## src/rtl/hcbe_pkg.sv

```systemverilog
// ----------------------------------------------------------------------------
// hcbe_pkg
// Shared types, character codes and helpers for the chunked body end detector.
// ----------------------------------------------------------------------------
package hcbe_pkg;

    localparam logic [7:0] CH_LF = 8'h0A;
    localparam logic [7:0] CH_CR = 8'h0D;

    localparam int unsigned REG_SKIP_TRAILERS = 0;

    typedef enum logic [1:0] {
        ST_BUSY = 2'd0,
        ST_END  = 2'd1,
        ST_ERR  = 2'd2,
        ST_IGN  = 2'd3
    } status_t;

    typedef struct packed {
        logic       valid;
        logic [7:0] data;
    } byte_slot_t;

    typedef struct packed {
        logic       valid;
        logic [3:0] value;
    } hex_digit_t;

    function automatic hex_digit_t hex_decode(input logic [7:0] c);
        hex_digit_t d;
        d.valid = 1'b1;
        d.value = 4'd0;
        if (c >= 8'h30 && c <= 8'h39)
        begin
            d.value = c[3:0];
        end
        else if ((c >= 8'h41 && c <= 8'h46) || (c >= 8'h61 && c <= 8'h66))
        begin
            d.value = 4'(c[2:0] + 3'd1) + 4'd8;
        end
        else
        begin
            d.valid = 1'b0;
        end
        return d;
    endfunction

endpackage

```

## src/rtl/hcbe_in_stage.sv

```systemverilog
// ----------------------------------------------------------------------------
// hcbe_in_stage
// Input register: holds one accepted byte until the parser stage takes it.
// ----------------------------------------------------------------------------
module hcbe_in_stage
(
    input  logic                clk,
    input  logic                rst_n,
    input  logic                s_axis_tvalid,
    output logic                s_axis_tready,
    input  logic [7:0]          s_axis_tdata,
    input  logic                take,
    output hcbe_pkg::byte_slot_t slot
);

    logic       valid_reg;
    logic       valid_next;
    logic [7:0] data_reg;
    logic       load;

    assign s_axis_tready = !valid_reg || take;
    assign load          = s_axis_tvalid && s_axis_tready;

    always_comb
    begin
        valid_next = valid_reg;
        if (load)
        begin
            valid_next = 1'b1;
        end
        else if (take)
        begin
            valid_next = 1'b0;
        end
    end

    always_ff @(posedge clk or negedge rst_n)
    begin
        if (!rst_n)
        begin
            valid_reg <= 1'b0;
        end
        else
        begin
            valid_reg <= valid_next;
        end
    end

    always_ff @(posedge clk)
    begin
        if (load)
        begin
            data_reg <= s_axis_tdata;
        end
    end

    assign slot.valid = valid_reg;
    assign slot.data  = data_reg;

endmodule

```

## src/rtl/hcbe_parser.sv

```systemverilog
// ----------------------------------------------------------------------------
// hcbe_parser
// Parser state machine, size counter and result register.
// ----------------------------------------------------------------------------
module hcbe_parser
#(
    parameter int MAX_SIZE_DIGITS = 16
)
(
    input  logic                 clk,
    input  logic                 rst_n,
    input  hcbe_pkg::byte_slot_t slot,
    output logic                 take,
    input  logic                 skip_trailers,
    output logic                 out_valid,
    input  logic                 out_ready,
    output hcbe_pkg::status_t    out_status,
    output logic                 out_payload
);

    localparam int CNT_W = 4 * MAX_SIZE_DIGITS;
    localparam int DC_W  = $clog2(MAX_SIZE_DIGITS + 1);

    typedef enum logic [2:0] {
        PH_SIZE,
        PH_EXT,
        PH_DATA,
        PH_CRLF,
        PH_TR_HEAD,
        PH_TR_MID,
        PH_DONE,
        PH_FAIL
    } phase_t;

    phase_t              phase_reg;
    phase_t              phase_next;
    logic [CNT_W-1:0]    cnt_reg;
    logic [CNT_W-1:0]    cnt_next;
    logic [DC_W-1:0]     dcnt_reg;
    logic [DC_W-1:0]     dcnt_next;
    logic                valid_reg;
    hcbe_pkg::status_t   status_reg;
    hcbe_pkg::status_t   status_next;
    logic                payload_reg;
    logic                payload_next;
    hcbe_pkg::hex_digit_t hd;
    logic                is_lf;
    logic                is_cr;
    logic                cnt_zero;
    phase_t              ext_phase;
    hcbe_pkg::status_t   ext_status;

    assign take     = slot.valid && (!valid_reg || out_ready);
    assign hd       = hcbe_pkg::hex_decode(slot.data);
    assign is_lf    = (slot.data == hcbe_pkg::CH_LF);
    assign is_cr    = (slot.data == hcbe_pkg::CH_CR);
    assign cnt_zero = (cnt_reg == '0);

    // End of the size line: a nonzero size enters the chunk data; a zero size ends the body or enters the trailers.
    always_comb
    begin
        ext_phase  = PH_EXT;
        ext_status = hcbe_pkg::ST_BUSY;
        if (is_lf)
        begin
            if (!cnt_zero)
            begin
                ext_phase = PH_DATA;
            end
            else if (skip_trailers)
            begin
                ext_phase = PH_TR_HEAD;
            end
            else
            begin
                ext_phase  = PH_DONE;
                ext_status = hcbe_pkg::ST_END;
            end
        end
    end

    always_comb
    begin
        phase_next   = phase_reg;
        cnt_next     = cnt_reg;
        dcnt_next    = dcnt_reg;
        status_next  = hcbe_pkg::ST_BUSY;
        payload_next = 1'b0;
        unique case (phase_reg)
            PH_SIZE:
            begin
                if (!hd.valid)
                begin
                    if (dcnt_reg == '0)
                    begin
                        phase_next  = PH_FAIL;
                        status_next = hcbe_pkg::ST_ERR;
                    end
                    else
                    begin
                        dcnt_next   = '0;
                        phase_next  = ext_phase;
                        status_next = ext_status;
                    end
                end
                else if (dcnt_reg >= DC_W'(MAX_SIZE_DIGITS))
                begin
                    phase_next  = PH_FAIL;
                    status_next = hcbe_pkg::ST_ERR;
                end
                else
                begin
                    cnt_next  = (cnt_reg << 4) | CNT_W'(hd.value);
                    dcnt_next = dcnt_reg + DC_W'(1);
                end
            end
            PH_EXT:
            begin
                phase_next  = ext_phase;
                status_next = ext_status;
            end
            PH_DATA:
            begin
                payload_next = 1'b1;
                if (!cnt_zero)
                begin
                    cnt_next = cnt_reg - CNT_W'(1);
                end
                if (cnt_reg[CNT_W-1:1] == '0)
                begin
                    phase_next = PH_CRLF;
                end
            end
            PH_CRLF:
            begin
                if (is_lf)
                begin
                    phase_next = PH_SIZE;
                end
                else if (!is_cr)
                begin
                    phase_next  = PH_FAIL;
                    status_next = hcbe_pkg::ST_ERR;
                end
            end
            PH_TR_HEAD:
            begin
                if (is_lf)
                begin
                    phase_next  = PH_DONE;
                    status_next = hcbe_pkg::ST_END;
                end
                else if (!is_cr)
                begin
                    phase_next = PH_TR_MID;
                end
            end
            PH_TR_MID:
            begin
                if (is_lf)
                begin
                    phase_next = PH_TR_HEAD;
                end
            end
            PH_DONE:
            begin
                status_next = hcbe_pkg::ST_IGN;
            end
            PH_FAIL:
            begin
                status_next = hcbe_pkg::ST_ERR;
            end
            default:
            begin
                status_next = hcbe_pkg::ST_ERR;
            end
        endcase
    end

    always_ff @(posedge clk or negedge rst_n)
    begin
        if (!rst_n)
        begin
            phase_reg <= PH_SIZE;
            cnt_reg   <= '0;
            dcnt_reg  <= '0;
            valid_reg <= 1'b0;
        end
        else
        begin
            if (take)
            begin
                phase_reg <= phase_next;
                cnt_reg   <= cnt_next;
                dcnt_reg  <= dcnt_next;
                valid_reg <= 1'b1;
            end
            else if (out_ready)
            begin
                valid_reg <= 1'b0;
            end
        end
    end

    always_ff @(posedge clk)
    begin
        if (take)
        begin
            status_reg  <= status_next;
            payload_reg <= payload_next;
        end
    end

    assign out_valid   = valid_reg;
    assign out_status  = status_reg;
    assign out_payload = payload_reg;

endmodule

```

## src/rtl/http_chunked_body_end_detector.sv

```systemverilog
// ----------------------------------------------------------------------------
// http_chunked_body_end_detector
// Finds the end of an HTTP chunked body, one byte per transfer.
// ----------------------------------------------------------------------------
// Body bytes arrive on the s_axis channel, one byte per transfer, and each
// byte produces exactly one result transfer on the m_axis channel carrying a
// status (in progress, end of message, error, ignored after finish) and a
// flag that marks chunk payload bytes.
// A byte is held in the input register until the parser takes it, and its
// result is then registered, so a result is offered in the cycle after its
// byte is taken. One byte per cycle is sustained while m_axis_tready is high;
// the critical path is the 64-bit size counter update and its zero test
// inside the parser stage.
// When the receiver stalls, the result register holds its value and the
// input register keeps at most one waiting byte; once both are full,
// s_axis_tready follows m_axis_tready within the same cycle.
// Reset returns the parser to the start of a chunk size line, clears the
// size counter and empties both registers; skip_trailers resets to 0.
// APB register skip_trailers (address 0) decides whether trailers follow the
// last chunk; the user writes it only while the block is idle, unchecked by logic.
// ----------------------------------------------------------------------------
module http_chunked_body_end_detector
#(
    parameter int MAX_SIZE_DIGITS = 16
)
(
    input  logic        clk,
    input  logic        rst_n,
    input  logic        s_axis_tvalid,
    output logic        s_axis_tready,
    input  logic [7:0]  s_axis_tdata,   // [7:0] data_byte
    output logic        m_axis_tvalid,
    input  logic        m_axis_tready,
    output logic [7:0]  m_axis_tdata,   // [1:0] status, [2] is_payload, [7:3] zero
    input  logic        psel,
    input  logic        penable,
    input  logic        pwrite,
    input  logic [2:0]  paddr,
    input  logic [31:0] pwdata,
    output logic [31:0] prdata,
    output logic        pready
);

    hcbe_pkg::byte_slot_t slot;
    hcbe_pkg::status_t    status;
    logic                 take;
    logic                 is_payload;
    logic                 skip_trailers_reg;
    logic                 skip_trailers_next;
    logic                 reg_sel;

    assign pready  = 1'b1;
    assign reg_sel = (paddr[2] == 1'(hcbe_pkg::REG_SKIP_TRAILERS));

    always_comb
    begin
        skip_trailers_next = skip_trailers_reg;
        if (psel && penable && pwrite && reg_sel)
        begin
            skip_trailers_next = pwdata[0];
        end
    end

    always_ff @(posedge clk or negedge rst_n)
    begin
        if (!rst_n)
        begin
            skip_trailers_reg <= 1'b0;
        end
        else
        begin
            skip_trailers_reg <= skip_trailers_next;
        end
    end

    assign prdata = reg_sel ? {31'd0, skip_trailers_reg} : 32'd0;

    hcbe_in_stage u_in_stage
    (
        .clk           (clk),
        .rst_n         (rst_n),
        .s_axis_tvalid (s_axis_tvalid),
        .s_axis_tready (s_axis_tready),
        .s_axis_tdata  (s_axis_tdata),
        .take          (take),
        .slot          (slot)
    );

    hcbe_parser
    #(
        .MAX_SIZE_DIGITS (MAX_SIZE_DIGITS)
    )
    u_parser
    (
        .clk           (clk),
        .rst_n         (rst_n),
        .slot          (slot),
        .take          (take),
        .skip_trailers (skip_trailers_reg),
        .out_valid     (m_axis_tvalid),
        .out_ready     (m_axis_tready),
        .out_status    (status),
        .out_payload   (is_payload)
    );

    assign m_axis_tdata = {5'd0, is_payload, status};

endmodule
```

## config.mk

```make
export PLATFORM = sky130hd
export DESIGN_NAME = http_chunked_body_end_detector
export DESIGN_NICKNAME = d
export VERILOG_FILES = /design/src/rtl/hcbe_pkg.sv /design/src/rtl/hcbe_in_stage.sv /design/src/rtl/hcbe_parser.sv /design/src/rtl/http_chunked_body_end_detector.sv
export SDC_FILE = /design/constraint.sdc
export NUM_CORES = 1
export LEC_CHECK = 0
export BUFFER_PORTS_ARGS = -buffer_cell sky130_fd_sc_hd__buf_2
export CAP_MARGIN = 5
export CORE_UTILIZATION = 30
export DETAILED_ROUTE_END_ITERATION = 8
export SYNTH_ARGS = -nofsm -noshare
export SYNTH_HDL_FRONTEND = slang
export SYNTH_SLANG_ARGS = --single-unit
```

## constraint.sdc

```tcl
create_clock -name clk -period 3.2 [get_ports clk]
set_input_delay 0.48 -clock clk [delete_from_list [all_inputs] [get_ports clk]]
set_output_delay 0.48 -clock clk [all_outputs]
set_load 0.005 [all_outputs]
```

==> results of run 1 <==
-- cells in the mapped netlist, types with 6 or more instances --
master	count
and3_1	6
buf_4	41
nand2_1	60
or4_1	10
o22ai_1	10
dfrtp_1	75
nor4_1	19
edfxtp_1	11
a2bb2oi_1	6
or3_1	13
a22oi_1	12
o2bb2ai_1	6
ha_1	8
a31oi_1	8
clkbuf_1	30
nand4_1	6
nand2b_1	12
inv_1	16
nor3_1	35
o21a_1	12
nor2_1	57
nand3_1	19
o22a_1	13
o21ai_0	64
buf_6	6
a21oi_1	72
-- layout make-up --
| class | count | area [sq um] | area share, % |
|---|---|---|---|
| inverter | 16 | 60.06 | 0.9058 |
| tap | 265 | 331.6 | 5.001 |
| timing repair buffer | 55 | 385.4 | 5.812 |
| sequential | 86 | 2207 | 33.29 |
| multi-input combinational | 569 | 3364 | 50.75 |
| clock inverter | 6 | 52.55 | 0.7926 |
| clock buffer | 10 | 229.0 | 3.453 |
-- stage by stage --
step | util (%) | setup slack, ns | total power [mW] | instance area, sq um
2_1_floorplan | - | 0.3894 | 1.788 | 6125
3_3_place_gp | 32.51 | 0.2214 | 1.933 | 6349
3_5_place_dp | 32.51 | 0.1798 | 1.944 | 6349
4_1_cts | 33.95 | 0.1690 | 3.001 | 6630
5_1_grt | 33.95 | 0.006965 | 3.143 | 6630
6_report | 33.95 | 0.1929 | 2.960 | 6630
-- critical path, delay by kind of cell (launching register included) --
family                 cells  cell delay (ns)
and+or+nand+nor            4             1.64
DFF                        1             0.42
buffers and inverters      1             0.25
AOI/OAI and AO/OA          3             0.56
-- per-layer routing --
layer	global-route usage, %	share of wire (%)
met5	0	0
met4	3.807	1.2
met3	3.199	3.3
met2	24.65	46
met1	21.40	49
-- cell families (layout without fill, tap and decap cells) --
| family | count (synthesis) | count (layout) | synth area share [%] |
|---|---|---|---|
| AOI/OAI and AO/OA | 249 | 249 | 26.51 |
| other | 2 | 37 | 0.1253 |
| DFF | 86 | 86 | 36.83 |
| adders and majority gates | 9 | 9 | 1.837 |
| and+or+nand+nor | 270 | 270 | 24.41 |
| muxes | 4 | 4 | 0.6889 |
| buffers and inverters | 99 | 87 | 9.603 |
-- worst min path at each step --
stage	start	end	slack, ns	cells after the start
2_1_floorplan	rst_n	skip_trailers_reg$_DFFE_PN0P_	0.18	0
3_3_place_gp	u_in_stage.valid_reg$_DFFE_PN0P_	u_parser.out_valid$_DFFE_PN0P_	0.48	1
3_5_place_dp	u_in_stage.valid_reg$_DFFE_PN0P_	u_parser.out_valid$_DFFE_PN0P_	0.49	1
4_1_cts	s_axis_tdata[3]	u_in_stage.data_reg[3]$_DFFE_PP_	0.28	1
5_1_grt	s_axis_tdata[3]	u_in_stage.data_reg[3]$_DFFE_PP_	0.28	1
6_report	rst_n	u_parser.dcnt_reg[4]$_DFFE_PN0P_	0.26	1
-- report_power, final --
group	internal, mW	switching (mW)
Clock	0.596	0.437
Sequential	1.22	0.179
Combinational	0.202	0.322
==> flow_metrics.tcl, run 1 <==
set metrics [dict create \
    path_clk_slew_ns 0.06 \
    path_cells "or4_4, or4b_4, nor4_4, nand4_1, a31oi_4, buf_12, a21oi_1, o22a_1" \
    fin_skew_ns 0.006137 \
    yosysTopAreaCell "dfrtp_1" \
    fmax_mhz 332.5 \
    ctsHoldBuffers 0 \
    cts-resized-gates 0 \
    grt.overflow.total 0 \
    ant_nets 0 \
    grt_pass1_vias 4981 \
    htreeDepth 3 \
    row_count 51 \
    crit_type "flop to flop" \
    antenna_found_initial 0 \
    whs_ns 0.2645 \
    track_usage_pct 15.50 \
    power.density_nw_per_um2 446.5 \
    nets 795 \
    die_h_um 143.3 \
    n_fill_cell 2077 \
    syn_avg_cell_area_sq_um 8.336 \
    yosysSeqAreaShare_pct 36.83 \
    finalCritPeriodShare_pct 93.97 \
    cpMaxStageDelayCell "or4_4" \
    crit_path_start "u_parser.cnt_reg[57]$_DFFE_PN0P_" \
    synth_cells 719 \
    async_flop_share_pct 87.21 \
    cts_tree "built" \
    worstMarginPinSlew_ns 1.026 \
    numCtsBuffers 9 \
    hold_class "primary input to asynchronous set/reset pin" \
    synth.top_cells.by_area "dfrtp_1 (31%), a21oi_1 (6.0%), edfxtp_1 (5.5%)" \
    initial_core_util_pct 30.69 \
    p_leak_nw 2.761 \
    syn_area_sq_um 5993 \
    ys_ff_latch 86 \
    dieArea_sq_um 20550 \
    synth_top_area_share_pct 31.32 \
    synth_edf_count 11 \
    wl_per_cell_um 14.92 \
    die_w_um 143.3 \
    outcome "complete, no violations" \
    drt_wl_total_um 15020 \
    syn2layout_area_growth_pct 10.63 \
    coreArea_sq_um 19530 \
    stdcell_count 1007 \
    vias 5389 \
    via_per_inst 5.352 \
    r2r_cells 8 \
    critPathCapture "u_parser.cnt_reg[12]$_DFFE_PN0P_" \
    startpoint_type "flop" \
    layout_common_cells "dfrtp_1 (75), a21oi_1 (72), o21ai_0 (64), nand2_1 (60), nor2_1 (57)" \
    num_antenna_cells 0 \
    r2r_setup_slack_ns 0.19 \
    first_iter_violations 440 \
    grt_max_degree 96 \
    gp_congestion 0.8128 \
    clk_latency_ns 0.35 \
    cp.arrival_ns 3.24 \
    slowest_delay_ns 0.58 \
    layout-drive-gt1-share_pct 13.07 \
    dpl.hpwl_um 10160 \
    io_buffers 22 \
    final.min_clock_period_ns 3.007 \
    cp-end-kind "flop" \
    r2r_start "u_parser.cnt_reg[57]$_DFFE_PN0P_" \
    slew_headroom_pct 31.57 \
    layout_commonest_cell "dfrtp_1" \
    tns_ns 0 \
    post_cts_buffers 0 \
    firstDrtPassIters 5 \
    crit_fanout 45 \
    ys.warnings.count 0 \
    finalSetupViolations 0 \
    grt_pass1_wl_um 25470 \
    clk_path_buf_depth 2 \
    io_pins 93 \
    maxCapViolCount 0 \
    finalHoldViolations 0 \
    yosys.cell_types.count 74 \
    largest_reg_flops 64 \
    slew_viol_final 0 \
    cts.sinks 86 \
    synth-main-ff-cell "dfrtp_1" \
    worstReg2RegEnd "u_parser.cnt_reg[12]$_DFFE_PN0P_" \
    place_inst 991 \
    worstPathRequired_ns 3.43 \
    grt_setup_unrepaired "false" \
    ir_worst_vdd_uv 311.7 \
    cts_root_buf "clkbuf_16" \
    drt_drc_violations_left 0 \
]
Power figures use the tool's default switching activity.
==> run 2: changes to the inputs <==
Clock period 3.2 ns to 2.95 ns, I/O delays scaled along.
==> run 2 against run 1 <==
Count of clock-buffer cells in the layout unchanged. Critical path depth is 1 higher. Sequential share of layout area is 2.1 points lower. Cell count grew 4.8%. Worst hold slack worse by 0.026 ns. Sequential cell count unchanged. Clock skew is essentially flat. Sequential power is 6% higher. Design area is 6.6% higher. Utilization up 2.2 points. Die area stayed put. First-iteration DRC count fell by 9.3%. Largest power group unchanged. Highest routed layer unchanged.
==> flow_metrics.tcl, run 2 (synthesis gave the netlist of run 1 again) <==
set metrics [dict create \
    outcome "complete, no violations" \
    grt.overflow.total 0 \
    fin_skew_ns 0.006483 \
    grt_max_degree 96 \
    grt_pass1_wl_um 27010 \
    slew_headroom_pct 32.69 \
    track_usage_pct 16.55 \
    htreeDepth 3 \
    grt_setup_unrepaired "true" \
    finalSetupViolations 0 \
    ctsHoldBuffers 0 \
    via_per_inst 5.432 \
    p_leak_nw 3.019 \
    slew_viol_final 0 \
    path_clk_slew_ns 0.07 \
    finalHoldViolations 0 \
    maxCapViolCount 0 \
    whs_ns 0.2381 \
    dpl.hpwl_um 10490 \
    largest_reg_flops 64 \
    initial_core_util_pct 30.69 \
    cp.arrival_ns 3.17 \
    cts_tree "built" \
    fmax_mhz 348.0 \
    firstDrtPassIters 5 \
    p_clk_share_pct 34.4 \
    num_antenna_cells 0 \
    p_seq_share_pct 44.3 \
    crit_type "flop to flop" \
    sw_frac_of_total_pct 32.02 \
    numCtsBuffers 9 \
    antenna_found_initial 0 \
    combPwrFrac_pct 21.3 \
    row_count 51 \
    die_w_um 143.3 \
    final.min_clock_period_ns 2.874 \
    die_h_um 143.3 \
    drt_wl_total_um 15980 \
    worstPathRequired_ns 3.25 \
    syn2layout_area_growth_pct 17.93 \
    n_fill_cell 2053 \
    clk_latency_ns 0.36 \
    switching_power_mw 1.074 \
    crit_fanout 11 \
    hold_class "primary input to asynchronous set/reset pin" \
    clk_path_buf_depth 2 \
    power.density_nw_per_um2 474.8 \
    cts.sinks 86 \
    io_pins 93 \
    coreArea_sq_um 19530 \
    io_buffers 22 \
    vias 5731 \
    first_iter_violations 399 \
    drt_drc_violations_left 0 \
    ir_worst_vdd_uv 307.7 \
    nets 843 \
    grt_pass1_vias 5288 \
    cts_root_buf "clkbuf_16" \
    layout-drive-gt1-share_pct 18.99 \
    startpoint_type "flop" \
    gp_congestion 0.8472 \
    tns_ns 0 \
    wl_per_cell_um 15.15 \
    ant_nets 0 \
    finalCritPeriodShare_pct 97.42 \
    dieArea_sq_um 20550 \
    layout_common_cells "buf_4 (75), dfrtp_1 (75), a21oi_1 (72), o21ai_0 (63), nand2_1 (60)" \
    power.internal_mw 2.282 \
    worstMarginPinSlew_ns 1.010 \
    cp-end-kind "flop" \
]
## run 2: cell types whose count changed in the layout (fill, tap and decap cells not counted), sizes merged
| cell | change |
|---|---|
| clkinv | -3 |
| o22ai | +1 |
| buf | +46 |
| clkinvlp | +3 |
| bufbuf | +1 |
## run 2: timing repair
item	in CTS	in global routing
pin swaps	3	4
buffers inserted	2	5
gates resized for setup	3	6
endpoints found under the setup margin	11	48
cloned	2	0
## run 2: final timing paths
path	startpoint	endpoint	slack [ns]	cells past startpoint
max in group asynchronous	rst_n	u_parser.cnt_reg[41]$_DFFE_PN0P_	2.04	1
max	u_parser.cnt_reg[57]$_DFFE_PN0P_	u_parser.cnt_reg[61]$_DFFE_PN0P_	0.08	9
min reg2reg	u_in_stage.valid_reg$_DFFE_PN0P_	u_parser.out_valid$_DFFE_PN0P_	0.49	1
max reg2reg	u_parser.cnt_reg[57]$_DFFE_PN0P_	u_parser.cnt_reg[61]$_DFFE_PN0P_	0.08	9
min	rst_n	u_parser.dcnt_reg[2]$_DFFE_PN0P_	0.24	1
min in group clk	s_axis_tdata[1]	u_in_stage.data_reg[1]$_DFFE_PP_	0.26	1
## run 2: layout make-up
cell class              instances  area (sq um)  share of cell area (%)
well taps                     265         331.6                   4.691
inverters                      16         60.06                  0.8497
flip-flops and latches         86          2207                   31.23
clock buffers                  10         229.0                   3.240
repair buffers                102         787.0                   11.13
multi-input cells             570          3391                   47.97
clock inverters                 6         62.56                  0.8851
## run 2: per-layer routing
metal / wire length [um] / global-route usage (%) / vias to the layer above
met2: 7559 / 26.68 / 140
met3: 595 / 2.732 / 21
met5: 0 / 0 / -
met1: 7571 / 22.30 / 2806
li1: - / - / 2764
met4: 255 / 5.991 / 0
## run 2: per-stage QoR
step                cells  cell area, sq um  utilization (%)  setup WS [ns]  power, mW
global route         1055              7068            36.20       -0.01827      3.539
finish               1055              7068            36.20        0.07623      3.356
CTS                  1050              7012            35.91      -0.005227      3.369
global placement     1030              6641            34.01        0.03693      2.164
floorplan             754              6125                -         0.1394      1.939
detailed placement   1030              6641            34.01      -0.009928      2.177
## run 2: critical path, cell delays in order (launching register included)
cell      delay (ns)
dfrtp_1         0.38
or4_4           0.54
or4b_4          0.53
nor4_4          0.22
buf_4           0.17
and4_4          0.24
o22ai_4         0.17
buf_4           0.20
buf_4           0.13
o2bb2a_1        0.23
## run 2: power groups by stage
stage / combinational (mW) / sequential [mW] / clock, mW
finish: 0.715 / 1.49 / 1.15
global route: 0.814 / 1.50 / 1.22
CTS: 0.706 / 1.48 / 1.18
detailed placement: 0.676 / 1.50 / 0
global placement: 0.665 / 1.50 / 0
floorplan: 0.472 / 1.47 / 0
